**src/bitmap_page_allocator_core_defines.svh**
```systemverilog
// Assertion helpers for the allocator RTL
`ifndef BITMAP_PAGE_ALLOCATOR_CORE_DEFINES_SVH
`define BITMAP_PAGE_ALLOCATOR_CORE_DEFINES_SVH

// Same-cycle implication, sampled on the core clock, off during reset
`define BPA_ASSERT_NOW(label, ante, cons) \
    label: assert property (@(posedge i_clk) disable iff (!i_rst_n) (ante) |-> (cons)) \
        else $error("bpa check failed");

// Next-cycle implication, sampled on the core clock, off during reset
`define BPA_ASSERT_NEXT(label, ante, cons) \
    label: assert property (@(posedge i_clk) disable iff (!i_rst_n) (ante) |=> (cons)) \
        else $error("bpa check failed");

`endif

```
**src/bpa_pkg.sv**
```systemverilog
package bpa_pkg;

    localparam int TOTAL_PAGES = 1024;
    localparam int WORD_BITS = 32;
    localparam int BIT_W     = 5;
    localparam int CFG_W     = 11;
    localparam int CNT_W     = 11;
    localparam int IDX_W     = 10;
    localparam int ADDR_W    = 3;
    localparam int DATA_W    = 32;

    localparam logic [1:0] WRAP_LIMIT = 2'd2;

    // register index (byte address bit 2)
    localparam logic REG_FIRST = 1'b0;
    localparam logic REG_END   = 1'b1;

    typedef enum logic [1:0] {
        REQ_INIT  = 2'd0,
        REQ_ALLOC = 2'd1,
        REQ_ALIGN = 2'd2,
        REQ_FREE  = 2'd3
    } t_req;

    typedef enum logic [3:0] {
        ST_CLR,
        ST_IDLE,
        ST_INIT,
        ST_MODR_GO,
        ST_MODR_W,
        ST_MODC_GO,
        ST_MODC_W,
        ST_RD,
        ST_PROBE,
        ST_RMW_RD,
        ST_RMW_WR
    } t_state;

    typedef struct packed {
        logic       idle;
        logic [1:0] wrap_cnt;
    } t_eng_stat;

endpackage

```
**src/bpa_map_ram.sv**
```systemverilog
module bpa_map_ram
    import bpa_pkg::*;
#(
    parameter int DEPTH = 32,
    parameter int AW    = 5
) (
    input  logic                 i_clk,
    input  logic                 i_we,
    input  logic [AW-1:0]        i_waddr,
    input  logic [WORD_BITS-1:0] i_wdata,
    input  logic                 i_re,
    input  logic [AW-1:0]        i_raddr,
    output logic [WORD_BITS-1:0] o_rdata
);

    logic [WORD_BITS-1:0] r_mem [DEPTH];
    logic [WORD_BITS-1:0] r_rdata;

    // write port
    always_ff @(posedge i_clk) begin
        if (i_we) begin
            r_mem[i_waddr] <= i_wdata;
        end
    end

    // registered read port, holds between reads
    always_ff @(posedge i_clk) begin
        if (i_re) begin
            r_rdata <= r_mem[i_raddr];
        end
    end

    assign o_rdata = r_rdata;

endmodule

```
**src/bpa_mod_unit.sv**
```systemverilog
module bpa_mod_unit
    import bpa_pkg::*;
#(
    parameter int W = 12
) (
    input  logic         i_clk,
    input  logic         i_rst_n,
    input  logic         i_start,
    input  logic [W-1:0] i_dividend,
    input  logic [W-1:0] i_divisor,
    output logic         o_done,
    output logic [W-1:0] o_rem
);

    localparam int SW = $clog2(W + 1);

    logic [SW-1:0] r_cnt;
    logic          r_busy;
    logic          r_done;
    logic [W-1:0]  r_x;
    logic [W-1:0]  r_d;
    logic [W-1:0]  r_rem;
    logic [W:0]    trial;
    logic [W:0]    diff;

    // one restoring step per cycle
    assign trial = {r_rem, r_x[W-1]};
    assign diff  = trial - {1'b0, r_d};

    always_ff @(posedge i_clk) begin
        if (!i_rst_n) begin
            r_busy <= 1'b0;
            r_done <= 1'b0;
            r_cnt  <= '0;
        end else begin
            r_done <= 1'b0;
            if (i_start) begin
                r_busy <= 1'b1;
                r_cnt  <= SW'(W);
            end else if (r_busy) begin
                r_cnt <= r_cnt - 1'b1;
                if (r_cnt == SW'(1)) begin
                    r_busy <= 1'b0;
                    r_done <= 1'b1;
                end
            end
        end
    end

    // shift dividend in, keep the partial remainder
    always_ff @(posedge i_clk) begin
        if (i_start) begin
            r_x   <= i_dividend;
            r_d   <= i_divisor;
            r_rem <= '0;
        end else if (r_busy) begin
            r_x <= {r_x[W-2:0], 1'b0};
            if (!diff[W]) begin
                r_rem <= diff[W-1:0];
            end else begin
                r_rem <= trial[W-1:0];
            end
        end
    end

    assign o_done = r_done;
    assign o_rem  = r_rem;

endmodule

```
**src/bpa_engine.sv**
```systemverilog
module bpa_engine
    import bpa_pkg::*;
(
    input  logic             i_clk,
    input  logic             i_rst_n,
    input  logic             i_start,
    input  t_req             i_req_type,
    input  logic [CNT_W-1:0] i_page_count,
    input  logic [IDX_W-1:0] i_page_index,
    input  logic [CNT_W-1:0] i_align_pages,
    input  logic [CFG_W-1:0] i_region_first,
    input  logic [CFG_W-1:0] i_region_end,
    output logic             o_done,
    output logic             o_ok,
    output logic [IDX_W-1:0] o_first_page,
    output t_eng_stat        o_stat
);

    localparam int PW        = $clog2(TOTAL_PAGES);
    localparam int CW        = (PW + 1 > 12) ? PW + 1 : 12;
    localparam int MAP_WORDS = (TOTAL_PAGES + WORD_BITS - 1) / WORD_BITS;
    localparam int AW        = (MAP_WORDS > 1) ? $clog2(MAP_WORDS) : 1;
    localparam logic [CW-1:0] TOTAL_C = CW'(TOTAL_PAGES);
    localparam logic [AW-1:0] LAST_W  = AW'(MAP_WORDS - 1);

    t_state        r_state, n_state;
    t_req          r_op, n_op;
    logic [PW-1:0] r_cursor, n_cursor;
    logic [1:0]    r_wrap, n_wrap;
    logic [CW-1:0] r_count, n_count;
    logic [CW-1:0] r_align, n_align;
    logic [CW-1:0] r_run, n_run;
    logic [CW-1:0] r_first, n_first;
    logic [CW-1:0] r_amod, n_amod;
    logic [CW-1:0] r_rmod, n_rmod;
    logic [CW-1:0] r_lo, n_lo;
    logic [CW-1:0] r_hi, n_hi;
    logic [AW-1:0] r_w, n_w;
    logic [AW-1:0] r_wlast, n_wlast;
    logic [AW-1:0] r_ldw, n_ldw;

    logic                 ram_we, ram_re;
    logic [AW-1:0]        ram_waddr, ram_raddr;
    logic [WORD_BITS-1:0] ram_wdata, ram_rdata;
    logic                 mod_start, mod_done;
    logic [CW-1:0]        mod_x, mod_rem;

    logic [CW-1:0]        restart, endc, cur_cw, nxt, new_cur, wc_base;
    logic [CW-1:0]        run_inc, amod_inc, first_eff, mark_hi, free_hi;
    logic [1:0]           wc_inc;
    logic                 avail, wrapped, fail, cond, hit;
    logic [WORD_BITS-1:0] mask;

    // restart page and clipped region end
    assign restart = (CW'(i_region_first) < TOTAL_C) ? CW'(i_region_first) : '0;
    assign endc    = (CW'(i_region_end) > TOTAL_C) ? TOTAL_C : CW'(i_region_end);

    // probe of the page under the cursor
    assign cur_cw    = CW'(r_cursor);
    assign avail     = ram_rdata[r_cursor[BIT_W-1:0]];
    assign nxt       = cur_cw + 1'b1;
    assign wrapped   = (nxt >= TOTAL_C);
    assign new_cur   = wrapped ? restart : nxt;
    assign wc_inc    = r_wrap + 1'b1;
    assign fail      = wrapped && (wc_inc > WRAP_LIMIT);
    assign cond      = avail && ((r_run != '0) || (r_op != REQ_ALIGN) || (r_amod == '0));
    assign run_inc   = r_run + 1'b1;
    assign hit       = cond && (run_inc == r_count);
    assign amod_inc  = r_amod + 1'b1;
    assign first_eff = (r_run == '0) ? cur_cw : r_first;
    assign mark_hi   = first_eff + r_count;
    assign free_hi   = (CW'(i_page_index) + CW'(i_page_count) > TOTAL_C) ? TOTAL_C
                     : CW'(i_page_index) + CW'(i_page_count);

    // bits of word r_w whose pages fall in [r_lo, r_hi)
    assign wc_base = CW'(r_w) << BIT_W;
    always_comb begin
        for (int b = 0; b < WORD_BITS; b++) begin
            mask[b] = ((wc_base + CW'(b)) >= r_lo) && ((wc_base + CW'(b)) < r_hi);
        end
    end

    assign mod_x = (r_state == ST_MODR_GO) ? restart : cur_cw;

    bpa_map_ram #(
        .DEPTH (MAP_WORDS),
        .AW    (AW)
    ) u_ram (
        .i_clk   (i_clk),
        .i_we    (ram_we),
        .i_waddr (ram_waddr),
        .i_wdata (ram_wdata),
        .i_re    (ram_re),
        .i_raddr (ram_raddr),
        .o_rdata (ram_rdata)
    );

    bpa_mod_unit #(
        .W (CW)
    ) u_mod (
        .i_clk      (i_clk),
        .i_rst_n    (i_rst_n),
        .i_start    (mod_start),
        .i_dividend (mod_x),
        .i_divisor  (r_align),
        .o_done     (mod_done),
        .o_rem      (mod_rem)
    );

    // state and control registers
    always_ff @(posedge i_clk) begin
        if (!i_rst_n) begin
            r_state  <= ST_CLR;
            r_cursor <= '0;
            r_wrap   <= '0;
            r_w      <= '0;
        end else begin
            r_state  <= n_state;
            r_cursor <= n_cursor;
            r_wrap   <= n_wrap;
            r_w      <= n_w;
        end
    end

    // working registers
    always_ff @(posedge i_clk) begin
        r_op    <= n_op;
        r_count <= n_count;
        r_align <= n_align;
        r_run   <= n_run;
        r_first <= n_first;
        r_amod  <= n_amod;
        r_rmod  <= n_rmod;
        r_lo    <= n_lo;
        r_hi    <= n_hi;
        r_wlast <= n_wlast;
        r_ldw   <= n_ldw;
    end

    // sequencer
    always_comb begin
        n_state      = r_state;
        n_op         = r_op;
        n_cursor     = r_cursor;
        n_wrap       = r_wrap;
        n_count      = r_count;
        n_align      = r_align;
        n_run        = r_run;
        n_first      = r_first;
        n_amod       = r_amod;
        n_rmod       = r_rmod;
        n_lo         = r_lo;
        n_hi         = r_hi;
        n_w          = r_w;
        n_wlast      = r_wlast;
        n_ldw        = r_ldw;
        ram_we       = 1'b0;
        ram_waddr    = r_w;
        ram_wdata    = '0;
        ram_re       = 1'b0;
        ram_raddr    = r_w;
        mod_start    = 1'b0;
        o_done       = 1'b0;
        o_ok         = 1'b1;
        o_first_page = '0;
        case (r_state)
            ST_CLR: begin
                ram_we = 1'b1;
                if (r_w == LAST_W) begin
                    n_w     = '0;
                    n_state = ST_IDLE;
                end else begin
                    n_w = r_w + 1'b1;
                end
            end
            ST_IDLE: begin
                if (i_start) begin
                    n_op    = i_req_type;
                    n_count = CW'(i_page_count);
                    n_align = (i_align_pages == '0) ? CW'(1) : CW'(i_align_pages);
                    n_run   = '0;
                    case (i_req_type)
                        REQ_INIT: begin
                            n_lo    = CW'(i_region_first);
                            n_hi    = endc;
                            n_w     = '0;
                            n_state = ST_INIT;
                        end
                        REQ_ALLOC, REQ_ALIGN: begin
                            if (i_page_count == '0) begin
                                o_done = 1'b1;
                                o_ok   = 1'b0;
                            end else if (i_req_type == REQ_ALIGN) begin
                                n_state = ST_MODR_GO;
                            end else begin
                                n_state = ST_RD;
                            end
                        end
                        default: begin
                            if (CW'(i_page_index) < cur_cw) begin
                                n_cursor = PW'(i_page_index);
                            end
                            n_lo = CW'(i_page_index);
                            n_hi = free_hi;
                            if (CW'(i_page_index) < free_hi) begin
                                n_w     = AW'(CW'(i_page_index) >> BIT_W);
                                n_wlast = AW'((free_hi - 1'b1) >> BIT_W);
                                n_state = ST_RMW_RD;
                            end else begin
                                o_done = 1'b1;
                            end
                        end
                    endcase
                end
            end
            ST_INIT: begin
                ram_we    = 1'b1;
                ram_wdata = mask;
                if (r_w == LAST_W) begin
                    n_w      = '0;
                    n_cursor = PW'(restart);
                    o_done   = 1'b1;
                    n_state  = ST_IDLE;
                end else begin
                    n_w = r_w + 1'b1;
                end
            end
            ST_MODR_GO: begin
                mod_start = 1'b1;
                n_state   = ST_MODR_W;
            end
            ST_MODR_W: begin
                if (mod_done) begin
                    n_rmod  = mod_rem;
                    n_state = ST_MODC_GO;
                end
            end
            ST_MODC_GO: begin
                mod_start = 1'b1;
                n_state   = ST_MODC_W;
            end
            ST_MODC_W: begin
                if (mod_done) begin
                    n_amod  = mod_rem;
                    n_state = ST_RD;
                end
            end
            ST_RD: begin
                ram_re    = 1'b1;
                ram_raddr = AW'(cur_cw >> BIT_W);
                n_ldw     = AW'(cur_cw >> BIT_W);
                n_state   = ST_PROBE;
            end
            ST_PROBE: begin
                n_cursor = PW'(new_cur);
                n_amod   = wrapped ? r_rmod : ((amod_inc == r_align) ? '0 : amod_inc);
                if (wrapped) begin
                    n_wrap = fail ? 2'd0 : wc_inc;
                end
                if (fail) begin
                    o_done  = 1'b1;
                    o_ok    = 1'b0;
                    n_state = ST_IDLE;
                end else if (hit) begin
                    n_first = first_eff;
                    n_lo    = first_eff;
                    n_hi    = mark_hi;
                    n_w     = AW'(first_eff >> BIT_W);
                    n_wlast = AW'((mark_hi - 1'b1) >> BIT_W);
                    n_state = ST_RMW_RD;
                end else begin
                    if (cond) begin
                        n_first = first_eff;
                        n_run   = run_inc;
                    end else begin
                        n_run = '0;
                    end
                    if (wrapped) begin
                        n_run = '0;
                    end
                    if (AW'(new_cur >> BIT_W) != r_ldw) begin
                        n_state = ST_RD;
                    end
                end
            end
            ST_RMW_RD: begin
                ram_re  = 1'b1;
                n_state = ST_RMW_WR;
            end
            ST_RMW_WR: begin
                ram_we    = 1'b1;
                ram_wdata = (r_op == REQ_FREE) ? (ram_rdata | mask) : (ram_rdata & ~mask);
                if (r_w == r_wlast) begin
                    n_w          = '0;
                    o_done       = 1'b1;
                    o_first_page = (r_op == REQ_FREE) ? '0 : IDX_W'(r_first);
                    n_state      = ST_IDLE;
                end else begin
                    n_w     = r_w + 1'b1;
                    n_state = ST_RMW_RD;
                end
            end
            default: begin
                n_state = ST_IDLE;
            end
        endcase
    end

    assign o_stat.idle     = (r_state == ST_IDLE);
    assign o_stat.wrap_cnt = r_wrap;

endmodule

```
**src/bitmap_page_allocator_core.sv**
```systemverilog
// Channel   | Handshake                  | Payload
// ----------+----------------------------+--------------------------------------------
// request   | i_req_valid / o_req_ready  | i_req_type i_page_count i_page_index
//           |                            | i_align_pages
// response  | o_rsp_valid / i_rsp_ready  | o_ok o_first_page
// config    | psel penable pwrite pready | paddr pwdata prdata
//
// Init writes each map word in turn; free reads and rewrites each map word touched.
// Allocate reads one map word, then probes its pages one at a time; an aligned allocate
// first computes two remainders by restoring division, and marking reads and rewrites
// each map word of the run. One request is in flight at a time.
// After reset a clearing pass writes zero to all TOTAL_PAGES/32 map words; requests wait.
// A stalled response holds; a new request is taken once the response register frees.
`include "bitmap_page_allocator_core_defines.svh"

module bitmap_page_allocator_core
    import bpa_pkg::*;
(
    input  logic              i_clk,
    input  logic              i_rst_n,
    input  logic              psel,
    input  logic              penable,
    input  logic              pwrite,
    input  logic [ADDR_W-1:0] paddr,
    input  logic [DATA_W-1:0] pwdata,
    output logic [DATA_W-1:0] prdata,
    output logic              pready,
    input  logic              i_req_valid,
    output logic              o_req_ready,
    input  logic [1:0]        i_req_type,
    input  logic [CNT_W-1:0]  i_page_count,
    input  logic [IDX_W-1:0]  i_page_index,
    input  logic [CNT_W-1:0]  i_align_pages,
    output logic              o_rsp_valid,
    input  logic              i_rsp_ready,
    output logic              o_ok,
    output logic [IDX_W-1:0]  o_first_page
);

    logic [CFG_W-1:0] r_region_first;
    logic [CFG_W-1:0] r_region_end;
    logic             r_rsp_valid;
    logic             r_ok;
    logic [IDX_W-1:0] r_first_page;
    logic             eng_done, eng_ok;
    logic [IDX_W-1:0] eng_first;
    t_eng_stat        eng_stat;
    logic             req_take;

    // configuration writes
    always_ff @(posedge i_clk) begin
        if (!i_rst_n) begin
            r_region_first <= '0;
            r_region_end   <= CFG_W'(1024);
        end else if (psel && penable && pwrite) begin
            case (paddr[2])
                REG_FIRST: r_region_first <= pwdata[CFG_W-1:0];
                REG_END:   r_region_end   <= pwdata[CFG_W-1:0];
                default:   r_region_end   <= r_region_end;
            endcase
        end
    end

    assign pready = 1'b1;
    assign prdata = (paddr[2] == REG_END) ? DATA_W'(r_region_end) : DATA_W'(r_region_first);

    // take a request when the engine is idle and the response slot frees
    assign o_req_ready = eng_stat.idle && (!r_rsp_valid || i_rsp_ready);
    assign req_take    = i_req_valid && o_req_ready;

    bpa_engine u_engine (
        .i_clk          (i_clk),
        .i_rst_n        (i_rst_n),
        .i_start        (req_take),
        .i_req_type     (t_req'(i_req_type)),
        .i_page_count   (i_page_count),
        .i_page_index   (i_page_index),
        .i_align_pages  (i_align_pages),
        .i_region_first (r_region_first),
        .i_region_end   (r_region_end),
        .o_done         (eng_done),
        .o_ok           (eng_ok),
        .o_first_page   (eng_first),
        .o_stat         (eng_stat)
    );

    // hold the response until taken
    always_ff @(posedge i_clk) begin
        if (!i_rst_n) begin
            r_rsp_valid <= 1'b0;
        end else if (eng_done) begin
            r_rsp_valid <= 1'b1;
        end else if (i_rsp_ready) begin
            r_rsp_valid <= 1'b0;
        end
    end

    always_ff @(posedge i_clk) begin
        if (eng_done) begin
            r_ok         <= eng_ok;
            r_first_page <= eng_first;
        end
    end

    assign o_rsp_valid  = r_rsp_valid;
    assign o_ok         = r_ok;
    assign o_first_page = r_first_page;

    `BPA_ASSERT_NOW(a_wrap_range, 1'b1, eng_stat.wrap_cnt != 2'd3)
    `BPA_ASSERT_NEXT(a_one_in_flight, req_take, o_rsp_valid || !eng_stat.idle)
    `BPA_ASSERT_NOW(a_fail_zero, o_rsp_valid && !o_ok, o_first_page == '0)
    `BPA_ASSERT_NOW(a_done_idle_slot, eng_done, !r_rsp_valid || i_rsp_ready || req_take)

endmodule

```
**config.mk**
```make
export PLATFORM = sky130hd
export DESIGN_NAME = bitmap_page_allocator_core
export DESIGN_NICKNAME = d
export VERILOG_FILES = /design/src/bpa_pkg.sv /design/src/bpa_map_ram.sv /design/src/bpa_mod_unit.sv /design/src/bpa_engine.sv /design/src/bitmap_page_allocator_core.sv
export VERILOG_INCLUDE_DIRS = /design/src /design/src/src
export SDC_FILE = /design/constraint.sdc
export NUM_CORES = 2
export LEC_CHECK = 0
export ABC_AREA = 0
export BUFFER_PORTS_ARGS = -buffer_cell sky130_fd_sc_hd__buf_2
export CAP_MARGIN = 25
export CORE_MARGIN = 4
export CORE_UTILIZATION = 55
export CTS_CLUSTER_SIZE = 30
export DETAILED_ROUTE_END_ITERATION = 8
export PLACE_DENSITY = 0.81
export SLEW_MARGIN = 30
export SYNTH_ARGS = -nofsm -noshare
export SYNTH_HDL_FRONTEND = slang
export SYNTH_SLANG_ARGS = --single-unit
```
**constraint.sdc**
```tcl
create_clock -name i_clk -period 11.3 [get_ports i_clk]
set_input_delay 0.565 -clock i_clk [delete_from_list [all_inputs] [get_ports i_clk]]
set_output_delay 0.565 -clock i_clk [all_outputs]
set_load 0.005 [all_outputs]
```
# Word-level counts from Yosys, hierarchy flattened
# Memories as Yosys holds them, arrays and structs flattened. A register that Yosys moved wholly into a read port is not among the register bits.
# Cells that the tools add are included.
dict set report classes {
  muxes 96
  add_sub_neg 42
  n_reduce_logical 79
  order_cmp 72
  bitwise_logic 9
  n_eq_ne 36
}
# cell count
set ops {}
lappend ops {{$ge A12 B12 Y1} 31}
lappend ops {{$lt A12 B12 Y1} 31}
lappend ops {{$mux W12} 21}
lappend ops {{$add A10 B5 Y11 const B} 16}
lappend ops {{$pmux W12 S2} 6}
lappend ops {{$add A10 B4 Y11 const B} 8}
lappend ops {{$pmux W32 S2} 1}
lappend ops {{$mux W5} 12}
lappend ops {{$mux W10} 5}
lappend ops {{$mux W4} 12}
lappend ops {{$add A10 B3 Y11 const B} 4}
lappend ops {{$mux W11} 4}
lappend ops {{$pmux W4 S10} 1}
lappend ops {{$logic_and A1 B1 Y1} 39}
lappend ops {{$and A32 B32 Y32} 1}
lappend ops {{$mux W32} 1}
lappend ops {{$not A32 Y32} 1}
lappend ops {{$or A32 B32 Y32} 1}
lappend ops {{$pmux W10 S3} 1}
lappend ops {{$add A12 B1 Y12 const B} 2}
lappend ops {{$logic_not A12 Y1} 2}
lappend ops {{$lt A10 B12 Y1} 2}
lappend ops {{$add A10 B1 Y11 const B} 2}
lappend ops {{$add A10 B2 Y11 const B} 2}
lappend ops {{58 further kinds} 128}
dict set report totals {
  word_cells 363
  ramBits 1024
  out_inout_bits 46
  register_bits 204
  memories 1
}
# name depth width read_ports rd_ports_with_merged_regs write_ports line
set mem_list {}
lappend mem_list {u_engine.u_ram.r_mem 32 32 1 1 1 bpa_map_ram.sv:16} ;# logic [WORD_BITS-1:0] r_mem [DEPTH];

# Depth between registers and ports, before layout
dict set report logic_depth {
  depth_word 9
  mapped_depth 23
}

# Hierarchy
# Synthesis repeated with hierarchy kept, for this count alone.
dict set report hier_totals {
  hier_cells 3921
  area_unflattened_um2 55846.1
}
# mod cells_per_inst n_inst seq_area_each_um2 area_per_inst_um2
set by_module_without_submodules {}
lappend by_module_without_submodules {bpa_map_ram 2260 1 31710.4 40811.6}
lappend by_module_without_submodules {bpa_engine 1306 1 3603.5 11146.9}
lappend by_module_without_submodules {bpa_mod_unit 216 1 1081.0 2331.0}
lappend by_module_without_submodules {bitmap_page_allocator_core 139 1 790.8 1556.5}

# Worst setup path after synthesis
# No wires, ideal clock.
dict set report synth_timing {
  kind {input-to-reg}
  start {input i_page_count[0]}
  end {register r_first_page[0], in the netlist o_first_page[0] (enable)}
  path_stages 22
  setup_slack_ns 6.088
  required_time_ns 10.974
  t_arrival_ns 4.886
  path_buffers 2
  cell_sequence {ha_1 -> inv_1 -> fa_1 -> nand2b_1 -> a21oi_1 -> xor2_1 -> or4_4 -> or4_4 -> o21ai_1 -> a22o_1 -> buf_4 -> buf_2 -> nand2_1 -> ha_1 -> a2111oi_0 -> o21ai_0 -> o21ai_0 -> nand2_1 -> o21ai_0 -> nor2_1 -> a31oi_1 -> nand2_1}
}
dict set report synth_via {
  elab_chain_cells 8
  word_cells_on_any_way 10
}
# element line
set synth_rtl {}
lappend synth_rtl {{start, declared} bitmap_page_allocator_core.sv:31} ;# input logic [CNT_W-1:0] i_page_count,
lappend synth_rtl {{$add A10 B11 Y12} {bpa_engine.sv:72, bpa_engine.sv:73}}
lappend synth_rtl {{$gt A12 B11 Y1} bpa_engine.sv:72} ;# assign free_hi = (CW'(i_page_index) + CW'(i_page_count) > TOTAL_C) ? TOTAL_C
lappend synth_rtl {{$mux W12} bpa_engine.sv:72}
lappend synth_rtl {{$lt A10 B12 Y1} bpa_engine.sv:205} ;# if (CW'(i_page_index) < free_hi) begin
lappend synth_rtl {{$mux W1} bpa_engine.sv:205}
lappend synth_rtl {{$pmux W1 S2 (*)} bpa_engine.sv:182} ;# case (i_req_type)
lappend synth_rtl {{$mux W1 (*)} bpa_engine.sv:177} ;# if (i_start) begin
lappend synth_rtl {{$pmux W1 S4 (*)} bpa_engine.sv:166} ;# case (r_state)
lappend synth_rtl {{named net eng_done} bitmap_page_allocator_core.sv:45} ;# logic eng_done, eng_ok;
lappend synth_rtl {{end signal, assigned} bitmap_page_allocator_core.sv:101} ;# r_first_page <= eng_first;
lappend synth_rtl {{end, declared} bitmap_page_allocator_core.sv:44} ;# logic [IDX_W-1:0] r_first_page;
# The timed path passes the listed nets; every way through them passes the cells marked *.
# A chain may end at the register's enable or synchronous reset.

# Worst setup path after layout
dict set report layout_timing {
  start {input i_page_index[0]}
  end {register u_engine.r_state[0]}
}
dict set report layout_via {
  elab_chain_cells 6
}
# element line
set layout_rtl {}
lappend layout_rtl {{start, declared} bitmap_page_allocator_core.sv:32} ;# input logic [IDX_W-1:0] i_page_index,
lappend layout_rtl {{$add A10 B11 Y12} {bpa_engine.sv:72, bpa_engine.sv:73}}
lappend layout_rtl {{$gt A12 B11 Y1} bpa_engine.sv:72}
lappend layout_rtl {{$mux W12} bpa_engine.sv:72}
lappend layout_rtl {{$lt A10 B12 Y1 (*)} bpa_engine.sv:205}
lappend layout_rtl {{$ne A4 B1 Y1 (no source line) (*)} n/a}
lappend layout_rtl {{$reduce_and A7 Y1 (no source line) (*)} n/a}
lappend layout_rtl {{end signal, assigned} bpa_engine.sv:118} ;# r_state <= n_state;
lappend layout_rtl {{end, declared} bpa_engine.sv:26} ;# t_state r_state, n_state;
# Mark *: on every way between the ends. The rest lies on a longest branch, timed or not.

==> results.json <==
{
  "cp-start-kind": "input pin",
  "track_usage_pct": 27.7,
  "ir_worst_vdd_mv": 0.200,
  "die_w_um": 323,
  "area_growth_pct": 12.3,
  "nets": 3763,
  "wl_um": 145000,
  "cts_tree": "yes",
  "synthDistinctLibCells": 76,
  "cts_resized": 0,
  "whs_ns": 0.0650,
  "drt-initial-drc-count": 4955,
  "drt-wirelength-per-cell_um": 29.1,
  "ios": 122,
  "ys_async_sr_fraction_pct": 0,
  "period_share_pct": 49.3,
  "fin_setup_tns_ns": 0,
  "finalHoldViolCount": 0,
  "r2r_slack_ns": 6.24,
  "status": "finished, final reports clean",
  "grt_max_degree": 155,
  "start_util_pct": 55.4,
  "cts_hold_buf": 0,
  "synth_area_leaders": "edfxtp_1, mux4_2, nand2_1",
  "arrival_ns": 6.08,
  "htreeDepth": 3,
  "finalWorstSetupSlack_ns": 5.73,
  "path_clk_slew_ns": 0.06,
  "fp.coreArea_mm2": 0.0983,
  "fill_cells": 6698,
  "cts_setup_buffers": 0,
  "reg2reg_from": "u_engine.r_state[2]$_SDFFE_PN0P_",
  "slowest_stage": "nor4b_1",
  "synth.largest_area_cell": "edfxtp_1",
  "route.detailed.drc": 0,
  "grt.overflow.total": 0,
  "hpwl_um": 78000,
  "max_slew.worst_pin.slew_ns": 1.07,
  "end_kind": "flop",
  "vias_per_cell": 6.71,
  "place_congestion": 0.958,
  "regToRegEndpoint": "u_engine.u_ram.o_rdata[25]$_DFFE_PP_",
  "clock_skew_ns": 0.0613,
  "vias": 33500,
  "multi_input_area_mm2": 0.0169,
  "max_stage_delay_ns": 0.82,
  "die_h_um": 323,
  "maxCapViolCount": 0,
  "path_max_fanout": 22,
  "synth_area_per_cell_um2": 15.3,
  "synth_most_common_cell": "edfxtp_1",
  "place_ws_ns": 5.14,
  "antenna_found_initial": 3,
  "dieArea_mm2": 0.104,
  "cts_sinks": 1258,
  "synth_common_cells": "edfxtp_1, nand2_1, mux4_2",
  "ys_seq_elements": 1258,
  "timing.fmax_mhz": 179,
  "placed_area_mm2": 0.0568,
  "rows": 115,
  "layout_min_cycle_time_ns": 5.57,
  "holdCritStartpoint": "i_align_pages[4]",
  "cts_buffer_depth": 3,
  "drv_slew": 0,
  "synth_edf_count": 1196,
  "ff2ff_path_depth": 10,
  "cts-root-buf": "clkbuf_16",
  "crit_type": "in -> reg",
  "grt_first_pass_wirelength_um": 213000,
  "whs_endpoint": "u_engine.r_align[4]$_SDFFCE_PN0P_",
  "synth_top_area_share_pct": 66.0,
  "worstPathCellList": "buf_2, ha_1, inv_1, fa_1, nand2b_1, a21oi_1, xor2_1, or4_4, or4_4, o21bai_1, a22o_1, buf_4, nand2_1, ha_1, nand4_1, o21ai_0, o2111ai_1, nor4b_1, nor3_2, nor2_1, a311oi_1",
  "p_total_mw": 11.8,
  "diodes": 0,
  "clock_latency_ns": 0.71,
  "synth-seq-area-share_pct": 68.3,
  "rsz0062_at_grt": "no",
  "ys.flop_type": "edfxtp_1",
  "hp-class": "in -> reg",
  "drtAntennaViolNets": 0,
  "yosysWarnings": 0,
  "cp.required_ns": 11.80,
  "port-buffer-count": 76,
  "p_leak_nw": 22.3,
  "drive_gt1_share_pct": 19.0,
  "min_path_cells": 1,
  "power_density_mw_per_mm2": 193,
  "finalInstanceArea_mm2": 0.0611,
  "grt_pass1_vias": 32600,
  "syn_inst": 3546,
  "dr.pass1.iters": 8,
  "netlist_area_mm2": 0.0544,
  "seq_area_mm2": 0.0372,
  "cts_buffers": 118,
  "setup_viol": 0,
  "slew_headroom_pct": 28.6
}
worst max-delay path, delay by kind of cell:
family,cells,cell delay [ns]
XOR/XNOR,1,0.16
buffers and inverters,3,0.53
AND/OR/NAND/NOR,8,2.63
AO/OA/AOI/OAI,6,1.31
adder cells (fa/ha/maj),3,0.90
power breakdown:
group / switching (mW) / leakage, nW / total, mW / internal [mW]
Combinational: 1.34 / 6.81 / 2.15 / 0.813
Sequential: 0.118 / 13.5 / 5.43 / 5.32
Clock: 1.78 / 2.00 / 4.24 / 2.46
sequential cells by signal (all words and copies together), names as in the netlist, 4 cells and up:
name                    count
u_engine.u_ram.r_mem     1024
u_engine.u_ram.o_rdata     32
u_engine.r_amod            12
u_engine.r_first           12
u_engine.r_hi              12
u_engine.r_lo              12
u_engine.r_rmod            12
u_engine.r_run             12
u_engine.u_mod.o_rem       12
u_engine.u_mod.r_x         12
r_region_end               11
r_region_first             11
u_engine.r_align           11
u_engine.r_count           11
u_engine.u_mod.r_d         11
o_first_page               10
u_engine.r_cursor          10
u_engine.r_ldw              5
u_engine.r_w                5
u_engine.r_wlast            5
u_engine.r_state            4
u_engine.u_mod.r_cnt        4
layer usage:
layer / up-vias / part of all wire (%) / track usage (%)
met3: 430 / 12 / 5.97
met5: - / 0.012 / 0
met4: 2 / 4.5 / 10.9
met2: 2539 / 47 / 43.9
met1: 16600 / 37 / 38.2
li1: 13900 / - / -
placed cells by master, fill, tap and decap left out, types with 23 or more instances in the layout:
cell type and count:
buf_4 61, inv_1 75, buf_2 76, o21ai_0 123
nand3_1 203, a211oi_1 23, xor2_1 32, and2_1 23
mux4_2 264, o22ai_4 28, ha_1 78, nor3_1 30
a21oi_1 128, a31oi_1 24, clkinv_1 29, nand2b_1 23
nor2_4 32, dfxtp_1 61, nor2_1 117, nand2_1 457
xnor2_1 45, mux2i_1 52, edfxtp_1 1196, clkbuf_16 123
how the worst max path moves through the flow:
| stage | from | endpoint | slack, ns |
|---|---|---|---|
| floorplan | i_page_count[0] | o_first_page[0]$_SDFFCE_PP0P_ | 6.09 |
| global placement | i_page_index[0] | u_engine.r_state[1]$_SDFFE_PN0P_ | 5.06 |
| detailed placement | i_page_index[0] | u_engine.r_state[1]$_SDFFE_PN0P_ | 5.14 |
| CTS | i_page_index[0] | u_engine.r_state[0]$_SDFFE_PN0P_ | 5.84 |
| global route | i_page_index[0] | o_first_page[1]$_SDFFCE_PP0P_ | 5.41 |
| finish | i_page_index[0] | u_engine.r_state[0]$_SDFFE_PN0P_ | 5.73 |
final cells by class:
cell class              count  share of cell area (%)
well taps                1287                    2.64
multi-input cells        2007                    27.7
clock inverters            86                    1.64
inverters                  77                   0.473
repair buffers            144                    1.61
flip-flops and latches   1258                    60.8
clock buffers             137                    5.16
logic make-up after synthesis:
| family | synth area share, % |
|---|---|
| flip-flops | 68.3 |
| AO/OA/AOI/OAI | 5.65 |
| buffers and inverters | 2.29 |
| adder cells (fa/ha/maj) | 1.90 |
| AND/OR/NAND/NOR | 8.43 |
| other | 0.0138 |
| XOR/XNOR | 1.28 |
| multiplexers | 12.2 |
metrics by stage:
step / std cells / util [%]
floorplan: 3566 / -
detailed placement: 4771 / 57.8
CTS: 4994 / 62.0
global placement: 4771 / 57.6
global route: 4996 / 62.2
finish: 4996 / 62.2
Note: power is estimated with default switching activity, not from simulation.
